### src/sv/dnsp_pkg.sv
// ----------------------------------------------------------------------------
// dnsp_pkg
// Types and constants shared by the DNS response address parser modules.
// ----------------------------------------------------------------------------
package dnsp_pkg;

  // register indexes (word address paddr[2])
  localparam logic REG_TXID = 1'b0;

  localparam logic [3:0]  HDR_LEN    = 4'd12;
  localparam logic [3:0]  QFIXED_LEN = 4'd4;
  localparam logic [3:0]  AFIXED_LEN = 4'd10;
  localparam logic [3:0]  TYPE_END   = 4'd2;
  localparam logic [3:0]  RDLEN_POS  = 4'd8;
  localparam logic [3:0]  ADDR_LEN   = 4'd4;
  localparam logic [7:0]  RCODE_MASK = 8'h0F;
  localparam logic [7:0]  PTR_MASK   = 8'hC0;
  localparam logic [15:0] TYPE_A     = 16'd1;
  localparam logic [15:0] RDLEN_A    = 16'd4;

  typedef enum logic [2:0] {
    PH_HEADER = 3'd0,
    PH_QNAME  = 3'd1,
    PH_QFIXED = 3'd2,
    PH_ANAME  = 3'd3,
    PH_AFIXED = 3'd4,
    PH_RDATA  = 3'd5,
    PH_ADDR   = 3'd6,
    PH_DONE   = 3'd7
  } phase_t;

  typedef struct packed {
    logic [7:0] packet_byte;
    logic       end_of_packet;
  } dnsp_in_t;

  typedef struct packed {
    logic        status;
    logic [31:0] ipv4_address;
  } dnsp_out_t;

  // one result from the parser toward the output register
  typedef struct packed {
    logic      valid;
    dnsp_out_t data;
  } dnsp_res_t;

  typedef struct packed {
    logic [3:0]  header_index;
    phase_t      section_phase;
    logic [15:0] questions_left;
    logic [15:0] answers_left;
    logic [7:0]  label_bytes_left;
    logic [3:0]  field_index;
    logic [15:0] record_type;
    logic [15:0] rdata_left;
    logic [31:0] address_shift;
    logic        found_flag;
  } dnsp_state_t;

  localparam dnsp_state_t STATE_CLEAR = '{
    header_index:     4'd0,
    section_phase:    PH_HEADER,
    questions_left:   16'd0,
    answers_left:     16'd0,
    label_bytes_left: 8'd0,
    field_index:      4'd0,
    record_type:      16'd0,
    rdata_left:       16'd0,
    address_shift:    32'd0,
    found_flag:       1'b0
  };

endpackage

### src/sv/dnsp_cfg.sv
// ----------------------------------------------------------------------------
// dnsp_cfg
// APB register bank holding the expected transaction id.
// ----------------------------------------------------------------------------
module dnsp_cfg import dnsp_pkg::*; (
  input  logic        clk,
  input  logic        rst,
  input  logic        psel,
  input  logic        penable,
  input  logic        pwrite,
  input  logic [2:0]  paddr,
  input  logic [31:0] pwdata,
  output logic [31:0] prdata,
  output logic        pready,
  output logic [15:0] cfg_txid
);

  logic wr_en;

  assign pready = 1'b1;
  assign wr_en  = psel && penable && pwrite;

  always_ff @(posedge clk) begin
    if (rst) begin
      cfg_txid <= 16'd0;
    end else if (wr_en && paddr[2] == REG_TXID) begin
      cfg_txid <= pwdata[15:0];
    end
  end

  assign prdata = (paddr[2] == REG_TXID) ? {16'd0, cfg_txid} : 32'd0;

endmodule

### src/sv/dnsp_parser.sv
// ----------------------------------------------------------------------------
// dnsp_parser
// Per-byte parse state and its update; flags the result on the final byte.
// ----------------------------------------------------------------------------
module dnsp_parser import dnsp_pkg::*; (
  input  logic        clk,
  input  logic        rst,
  input  logic        accept,
  input  dnsp_in_t    in_item,
  input  logic [15:0] cfg_txid,
  output dnsp_res_t   res
);

  dnsp_state_t st;
  dnsp_state_t st_next;
  dnsp_state_t upd;

  always_ff @(posedge clk) begin
    if (rst) begin
      st <= STATE_CLEAR;
    end else if (accept) begin
      st <= st_next;
    end
  end

  always_comb begin
    logic [7:0]  b;
    logic [15:0] rt_shift;
    logic [15:0] ans_dec;
    logic [15:0] q_dec;
    logic [15:0] rd_dec;
    logic [15:0] rd_shift;
    logic [15:0] rt_new;
    logic [15:0] rd_new;
    logic [7:0]  lbl_dec;
    logic [3:0]  fi_inc;
    logic [3:0]  hi_inc;
    logic        name_end;

    b        = in_item.packet_byte;
    upd      = st;
    rt_shift = {st.record_type[7:0], b};
    rd_shift = {st.rdata_left[7:0], b};
    ans_dec  = st.answers_left - 16'd1;
    q_dec    = st.questions_left - 16'd1;
    rd_dec   = st.rdata_left - 16'd1;
    lbl_dec  = st.label_bytes_left - 8'd1;
    fi_inc   = st.field_index + 4'd1;
    hi_inc   = st.header_index + 4'd1;
    name_end = 1'b0;
    rt_new   = st.record_type;
    rd_new   = st.rdata_left;

    unique case (st.section_phase)
      PH_HEADER: begin
        if (st.header_index < 4'd2) begin
          upd.record_type = rt_shift;
        end else if (st.header_index >= 4'd4 && st.header_index < 4'd6) begin
          upd.questions_left = {st.questions_left[7:0], b};
        end else if (st.header_index >= 4'd6 && st.header_index < 4'd8) begin
          upd.answers_left = {st.answers_left[7:0], b};
        end
        if (st.header_index == 4'd1 && rt_shift != cfg_txid) begin
          upd.section_phase = PH_DONE;
        end else if (st.header_index == 4'd3 && (b & RCODE_MASK) != 8'd0) begin
          upd.section_phase = PH_DONE;
        end else begin
          upd.header_index = hi_inc;
          if (hi_inc == HDR_LEN) begin
            upd.record_type = 16'd0;
            if (st.answers_left == 16'd0) begin
              upd.section_phase = PH_DONE;
            end else begin
              upd.label_bytes_left = 8'd0;
              upd.field_index      = 4'd0;
              upd.section_phase    = (st.questions_left == 16'd0) ? PH_ANAME : PH_QNAME;
            end
          end
        end
      end
      PH_QNAME, PH_ANAME: begin
        // label body, compression pointer, root or label length
        if (st.label_bytes_left != 8'd0) begin
          upd.label_bytes_left = lbl_dec;
          name_end = (lbl_dec == 8'd0) && (st.field_index == 4'd1);
        end else if ((b & PTR_MASK) == PTR_MASK) begin
          upd.label_bytes_left = 8'd1;
          upd.field_index      = 4'd1;
        end else if (b == 8'd0) begin
          name_end = 1'b1;
        end else begin
          upd.label_bytes_left = b;
          upd.field_index      = 4'd0;
        end
        if (name_end) begin
          upd.field_index   = 4'd0;
          upd.section_phase = (st.section_phase == PH_QNAME) ? PH_QFIXED : PH_AFIXED;
        end
      end
      PH_QFIXED: begin
        upd.field_index = fi_inc;
        if (fi_inc == QFIXED_LEN) begin
          upd.questions_left   = q_dec;
          upd.label_bytes_left = 8'd0;
          upd.field_index      = 4'd0;
          upd.section_phase    = (q_dec == 16'd0) ? PH_ANAME : PH_QNAME;
        end
      end
      PH_AFIXED: begin
        if (st.field_index < TYPE_END) begin
          rt_new = rt_shift;
        end else if (st.field_index >= RDLEN_POS) begin
          rd_new = rd_shift;
        end
        upd.record_type = rt_new;
        upd.rdata_left  = rd_new;
        upd.field_index = fi_inc;
        if (fi_inc == AFIXED_LEN) begin
          upd.field_index = 4'd0;
          upd.record_type = 16'd0;
          if (rt_new == TYPE_A && rd_new == RDLEN_A) begin
            upd.section_phase = PH_ADDR;
            upd.address_shift = 32'd0;
          end else if (rd_new != 16'd0) begin
            upd.section_phase = PH_RDATA;
          end else begin
            upd.answers_left = ans_dec;
            if (ans_dec == 16'd0) begin
              upd.section_phase = PH_DONE;
            end else begin
              upd.section_phase    = PH_ANAME;
              upd.label_bytes_left = 8'd0;
            end
          end
        end
      end
      PH_RDATA: begin
        upd.rdata_left = rd_dec;
        if (rd_dec == 16'd0) begin
          upd.answers_left = ans_dec;
          if (ans_dec == 16'd0) begin
            upd.section_phase = PH_DONE;
          end else begin
            upd.section_phase    = PH_ANAME;
            upd.label_bytes_left = 8'd0;
            upd.field_index      = 4'd0;
          end
        end
      end
      PH_ADDR: begin
        upd.address_shift = {st.address_shift[23:0], b};
        upd.field_index   = fi_inc;
        if (fi_inc == ADDR_LEN) begin
          upd.found_flag    = 1'b1;
          upd.section_phase = PH_DONE;
        end
      end
      PH_DONE: begin
        // rest of the packet is ignored
      end
      default: begin
      end
    endcase

    // final byte: report and start over for the next packet
    st_next = in_item.end_of_packet ? STATE_CLEAR : upd;
  end

  assign res.valid             = accept && in_item.end_of_packet;
  assign res.data.status       = !upd.found_flag;
  assign res.data.ipv4_address = upd.found_flag ? upd.address_shift : 32'd0;

endmodule

### src/sv/dnsp_result.sv
// ----------------------------------------------------------------------------
// dnsp_result
// Output register for the result channel.
// ----------------------------------------------------------------------------
module dnsp_result import dnsp_pkg::*; (
  input  logic      clk,
  input  logic      rst,
  input  dnsp_res_t res,
  output logic      result_valid,
  input  logic      result_stall,
  output dnsp_out_t result_data
);

  always_ff @(posedge clk) begin
    if (rst) begin
      result_valid <= 1'b0;
    end else if (res.valid) begin
      result_valid <= 1'b1;
    end else if (!result_stall) begin
      result_valid <= 1'b0;
    end
  end

  always_ff @(posedge clk) begin
    if (res.valid) begin
      result_data <= res.data;
    end
  end

endmodule

### src/sv/dns_response_address_parser.sv
// ----------------------------------------------------------------------------
// dns_response_address_parser
// Byte-serial DNS response parser giving the first A record address.
// ----------------------------------------------------------------------------
// One packet byte is taken per cycle and updates a small parse state in that
// same cycle; the final byte (end_of_packet set) produces one result, status
// plus IPv4 address, in the output register on the next cycle. Throughput is
// one byte per clock. Only a final byte is held off, and only while the
// previous result is still waiting and stalled in the output register. The
// expected transaction id is written over APB at byte address 0 and should be
// changed only between packets.
// ----------------------------------------------------------------------------
module dns_response_address_parser import dnsp_pkg::*; (
  input  logic        clk,
  input  logic        rst,
  input  logic        psel,
  input  logic        penable,
  input  logic        pwrite,
  input  logic [2:0]  paddr,
  input  logic [31:0] pwdata,
  output logic [31:0] prdata,
  output logic        pready,
  input  logic        byte_valid,
  output logic        byte_stall,
  input  dnsp_in_t    byte_data,
  output logic        result_valid,
  input  logic        result_stall,
  output dnsp_out_t   result_data
);

  logic [15:0] cfg_txid;
  logic        accept;
  dnsp_res_t   res;

  // a final byte needs a free slot in the output register
  assign byte_stall = result_valid && result_stall && byte_data.end_of_packet;
  assign accept     = byte_valid && !byte_stall;

  dnsp_cfg u_cfg (
    .clk      (clk),
    .rst      (rst),
    .psel     (psel),
    .penable  (penable),
    .pwrite   (pwrite),
    .paddr    (paddr),
    .pwdata   (pwdata),
    .prdata   (prdata),
    .pready   (pready),
    .cfg_txid (cfg_txid)
  );

  dnsp_parser u_parser (
    .clk      (clk),
    .rst      (rst),
    .accept   (accept),
    .in_item  (byte_data),
    .cfg_txid (cfg_txid),
    .res      (res)
  );

  dnsp_result u_result (
    .clk          (clk),
    .rst          (rst),
    .res          (res),
    .result_valid (result_valid),
    .result_stall (result_stall),
    .result_data  (result_data)
  );

endmodule

### config.mk
export PLATFORM = sky130hd
export DESIGN_NAME = dns_response_address_parser
export DESIGN_NICKNAME = d
export VERILOG_FILES = /design/src/sv/dnsp_pkg.sv /design/src/sv/dnsp_cfg.sv /design/src/sv/dnsp_parser.sv /design/src/sv/dnsp_result.sv /design/src/sv/dns_response_address_parser.sv
export SDC_FILE = /design/constraint.sdc
export NUM_CORES = 1
export LEC_CHECK = 0
export BUFFER_PORTS_ARGS = -buffer_cell sky130_fd_sc_hd__buf_4
export CORE_ASPECT_RATIO = 0.75
export CORE_MARGIN = 4
export CORE_UTILIZATION = 35
export DETAILED_ROUTE_END_ITERATION = 10
export HOLD_SLACK_MARGIN = 0.05
export PLACE_DENSITY = 0.61
export SETUP_SLACK_MARGIN = 0.4
export SYNTH_ARGS = -nofsm -noshare
export SYNTH_HDL_FRONTEND = slang
export SYNTH_SLANG_ARGS = --single-unit
export TNS_END_PERCENT = 5
### constraint.sdc
create_clock -name clk -period 3.5 [get_ports clk]
set_clock_uncertainty 0.1 [all_clocks]
set_input_delay 0.525 -clock clk [delete_from_list [all_inputs] [get_ports clk]]
set_output_delay 0.525 -clock clk [all_outputs]
set_load 0.01 [all_outputs]
==> flow_summary.yaml <==
timing:
  max_slew_margin: 0.421
  post-route-period-util: 0.862
  hold_viol: 0
  grt_setup_unrepaired: "yes"
  fmax_mhz: 331
  worstMarginPinSlew_ps: 860
  setup_ws_ps: 481
  drv_slew: 0
  timing.final.crit_period_ps: 3020
  setup_violations: 0
  finalSetupTns_ps: 0
cells_and_area:
  n_fill_cell: 2742
  syn_to_final_growth_pct: 16.8
  final_area_mm2: 0.0114
  n_antenna_cell: 0
  drive_above_1_share: 0.156
  layout.nets: 1319
logic_synthesis:
  synth_cells: 1205
  syn_area_mm2: 0.00973
  synth_edf_count: 33
  yosysTopAreaCell: "dfxtp_1"
  synth_most_common_cell: "nor2_1"
  postSynth.asyncResetShare: 0
  synthTopCellsByCount: "nor2_1, dfxtp_1, nand2_1"
  synth.top_cell.area_share: 0.274
  yosysSeqAreaShare: 0.375
  synth_warnings: 0
  yosysUniqueCellTypes: 82
  ys.flop_type: "dfxtp_1"
  synth_seq_cells: 166
  synth_area_leaders: "dfxtp_1, edfxtp_1, nor2_1"
  syn_avg_cell_area_um2: 8.08
setup_path:
  critPathTopFamily: "simple AND/OR/NAND/NOR gates"
  crit_type: "reg2reg"
  arrival_ps: 3240
  worst-path-buf-inv: 1
  required_ps: 3720
  path_max_fanout: 11
  rrSetupSlack_ps: 480
  end_kind: "flip-flop"
  r2r_start: "u_parser.st[33]"
  r2r_cells: 9
  critical-path-max-stage-delay_ps: 530
  rr_endpoint: "u_parser.st[67]"
  crit_path_start_kind: "flip-flop"
  path_cells: "inv_2 -> ha_1 -> or4b_4 -> xor2_1 -> nand4_1 -> nor4b_4 -> a21oi_2 -> or3_1 -> a221o_1"
  critPathSlowestCell: "or4b_4"
power_and_ir_drop:
  leakagePower_uw: 0.00417
  max-vdd-ir-drop_mv: 0.366
  cellPowerDensity_mw_per_mm2: 405
grt:
  grtUsageTotal: 0.186
  antenna_found_initial: 0
  grt_pass1_wl_um: 47400
  grt_pass1_vias: 8658
  grt_max_degree: 50
  grt_overflow: 0
worst_hold_path:
  timing.hold.worst.start: "pwdata[1]"
  whs_endpoint: "u_cfg.cfg_txid[1]"
  hold_path_class: "in2reg"
  hold_depth: 3
floorplan:
  dieArea_mm2: 0.0306
  rows: 52
  die_y_um: 152
  core_mm2: 0.0272
  io_pins: 119
  die_w_um: 201
  initial_core_util: 0.358
clock_network:
  cts.path.max_buffers: 2
  cts_made_buffers: 17
  tritoncts: "yes"
  cts-root-buf: "clkbuf_16"
  clkTransAtPathRegs_ps: 70
  cts_hold_buf: 0
  insertion_delay_ps: 430
  cts_sinks: 166
  htree_levels: 4
placed_design:
  port_buffers: 83
  placed_cell_area_mm2: 0.0107
  place.detailed.hpwl_um: 19900
  post-place-ws_ps: 176
  gp_congestion: 0.942
detailed_routing:
  routed_wl_um: 29300
  drc_errors: 0
  drt_iter0_markers: 1035
  firstDrtPassIters: 6
  vias: 9339
  via_per_inst: 5.78
  postRouteAntennaNets: 0
  wl_per_cell_um: 18.1
flow_run:
  cap_violations: 0
status:
  status: "completed"
-- power breakdown --
group | internal [µW] | switching (µW) | total (µW) | leakage [µW]
sequential | 1980 | 45.2 | 2030 | 0.00139
clock | 1070 | 859 | 1930 | 0.000275
combinational | 232 | 407 | 640 | 0.00250
-- flip-flops by register name, summed over array words and instances, names as in the netlist --
register / cells
u_result.result_valid: 1
u_parser.st: 116
u_cfg.cfg_txid: 16
u_result.result_data: 33
-- final cells by class --
class                           count  area, µm²  area share
Clock buffer                       18        429      0.0378
Clock inverter                     14        169      0.0149
Inverter                           16       60.1     0.00529
Multi-Input combinational cell    920       5600       0.493
Sequential cell                   166       3660       0.322
Tap cell                          351        439      0.0386
Timing Repair Buffer              132       1000      0.0883
-- worst min-delay path: cells and delay by family --
kind	cells	cell delay, ps
simple gates	1	40
compound gates	1	50
buf+inv	1	100
-- worst max-delay path by stage --
stage | start | endpoint | slack [ps] | cells past startpoint
after detailed placement | byte_data[5] | u_parser.st[32] | 180 | 10
after global routing | u_parser.st[33] | u_parser.st[67] | 370 | 9
after global placement | byte_data[5] | u_parser.st[31] | 160 | 10
after floorplan | u_parser.st[33] | u_parser.st[67] | 410 | 13
after CTS | u_parser.st[33] | u_parser.st[109] | 380 | 9
final | u_parser.st[33] | u_parser.st[67] | 480 | 9
-- timing repair --
action	CTS	global route
endpoints found under the setup margin	11	69
gates cloned	0	0
gates resized for setup	2	12
pin swaps	0	2
setup buffers	0	1
-- per-layer routing --
metal | share of wire | global-route usage
met1 | 0.48 | 0.280
met2 | 0.42 | 0.270
met3 | 0.076 | 0.0400
met4 | 0.015 | 0.0485
met5 | 0 | 0
-- cells in the final DEF (no fill, tap or decap), drive strengths merged, types with 6 or more instances in the layout --
cell type / synthesis / layout
edfxtp: 33 / 33
a21oi: 91 / 91
nor3b: 6 / 6
o211ai: 8 / 8
or2: 6 / 6
a22o: 35 / 35
clkbuf: 85 / 18
nor2b: 29 / 29
o2111ai: 6 / 6
nor3: 39 / 39
nand3b: 11 / 11
xor2: 23 / 23
and3: 9 / 9
xnor2: 12 / 12
nand4: 18 / 18
nor4b: 8 / 8
nand2: 114 / 114
mux2i: 14 / 14
nand3: 19 / 19
o21ai: 64 / 64
ha: 15 / 15
conb: 2 / 17
nand2b: 28 / 28
inv: 16 / 21
o31ai: 10 / 10
a31oi: 8 / 8
buf: 33 / 132
or3: 10 / 10
or4: 7 / 7
nor4: 30 / 30
nor2: 146 / 146
a22oi: 55 / 55
dfxtp: 133 / 133
and2: 7 / 7
-- metrics by stage --
step                      cells   util  total power [µW]  hold WS, ps
final                      1617  0.418              4600          242
after global routing       1617  0.418              4810          239
after floorplan            1220      -              2480          343
after detailed placement   1584  0.394              2680          361
after CTS                  1616  0.416              4620          220
after global placement     1584  0.394              2680          357
-- cells by family (layout without fill, tap and decap cells) --
kind of cell,after synthesis,in the layout,synth area share
fa+ha+maj,15,15,0.0193
flops,166,166,0.375
buf+inv,134,180,0.0611
compound gates,336,336,0.232
simple gates,502,502,0.264
other cells,2,17,0.000772
mux,15,15,0.0156
xor+xnor,35,35,0.0315
No activity file was read; power rests on OpenSTA's default activity.
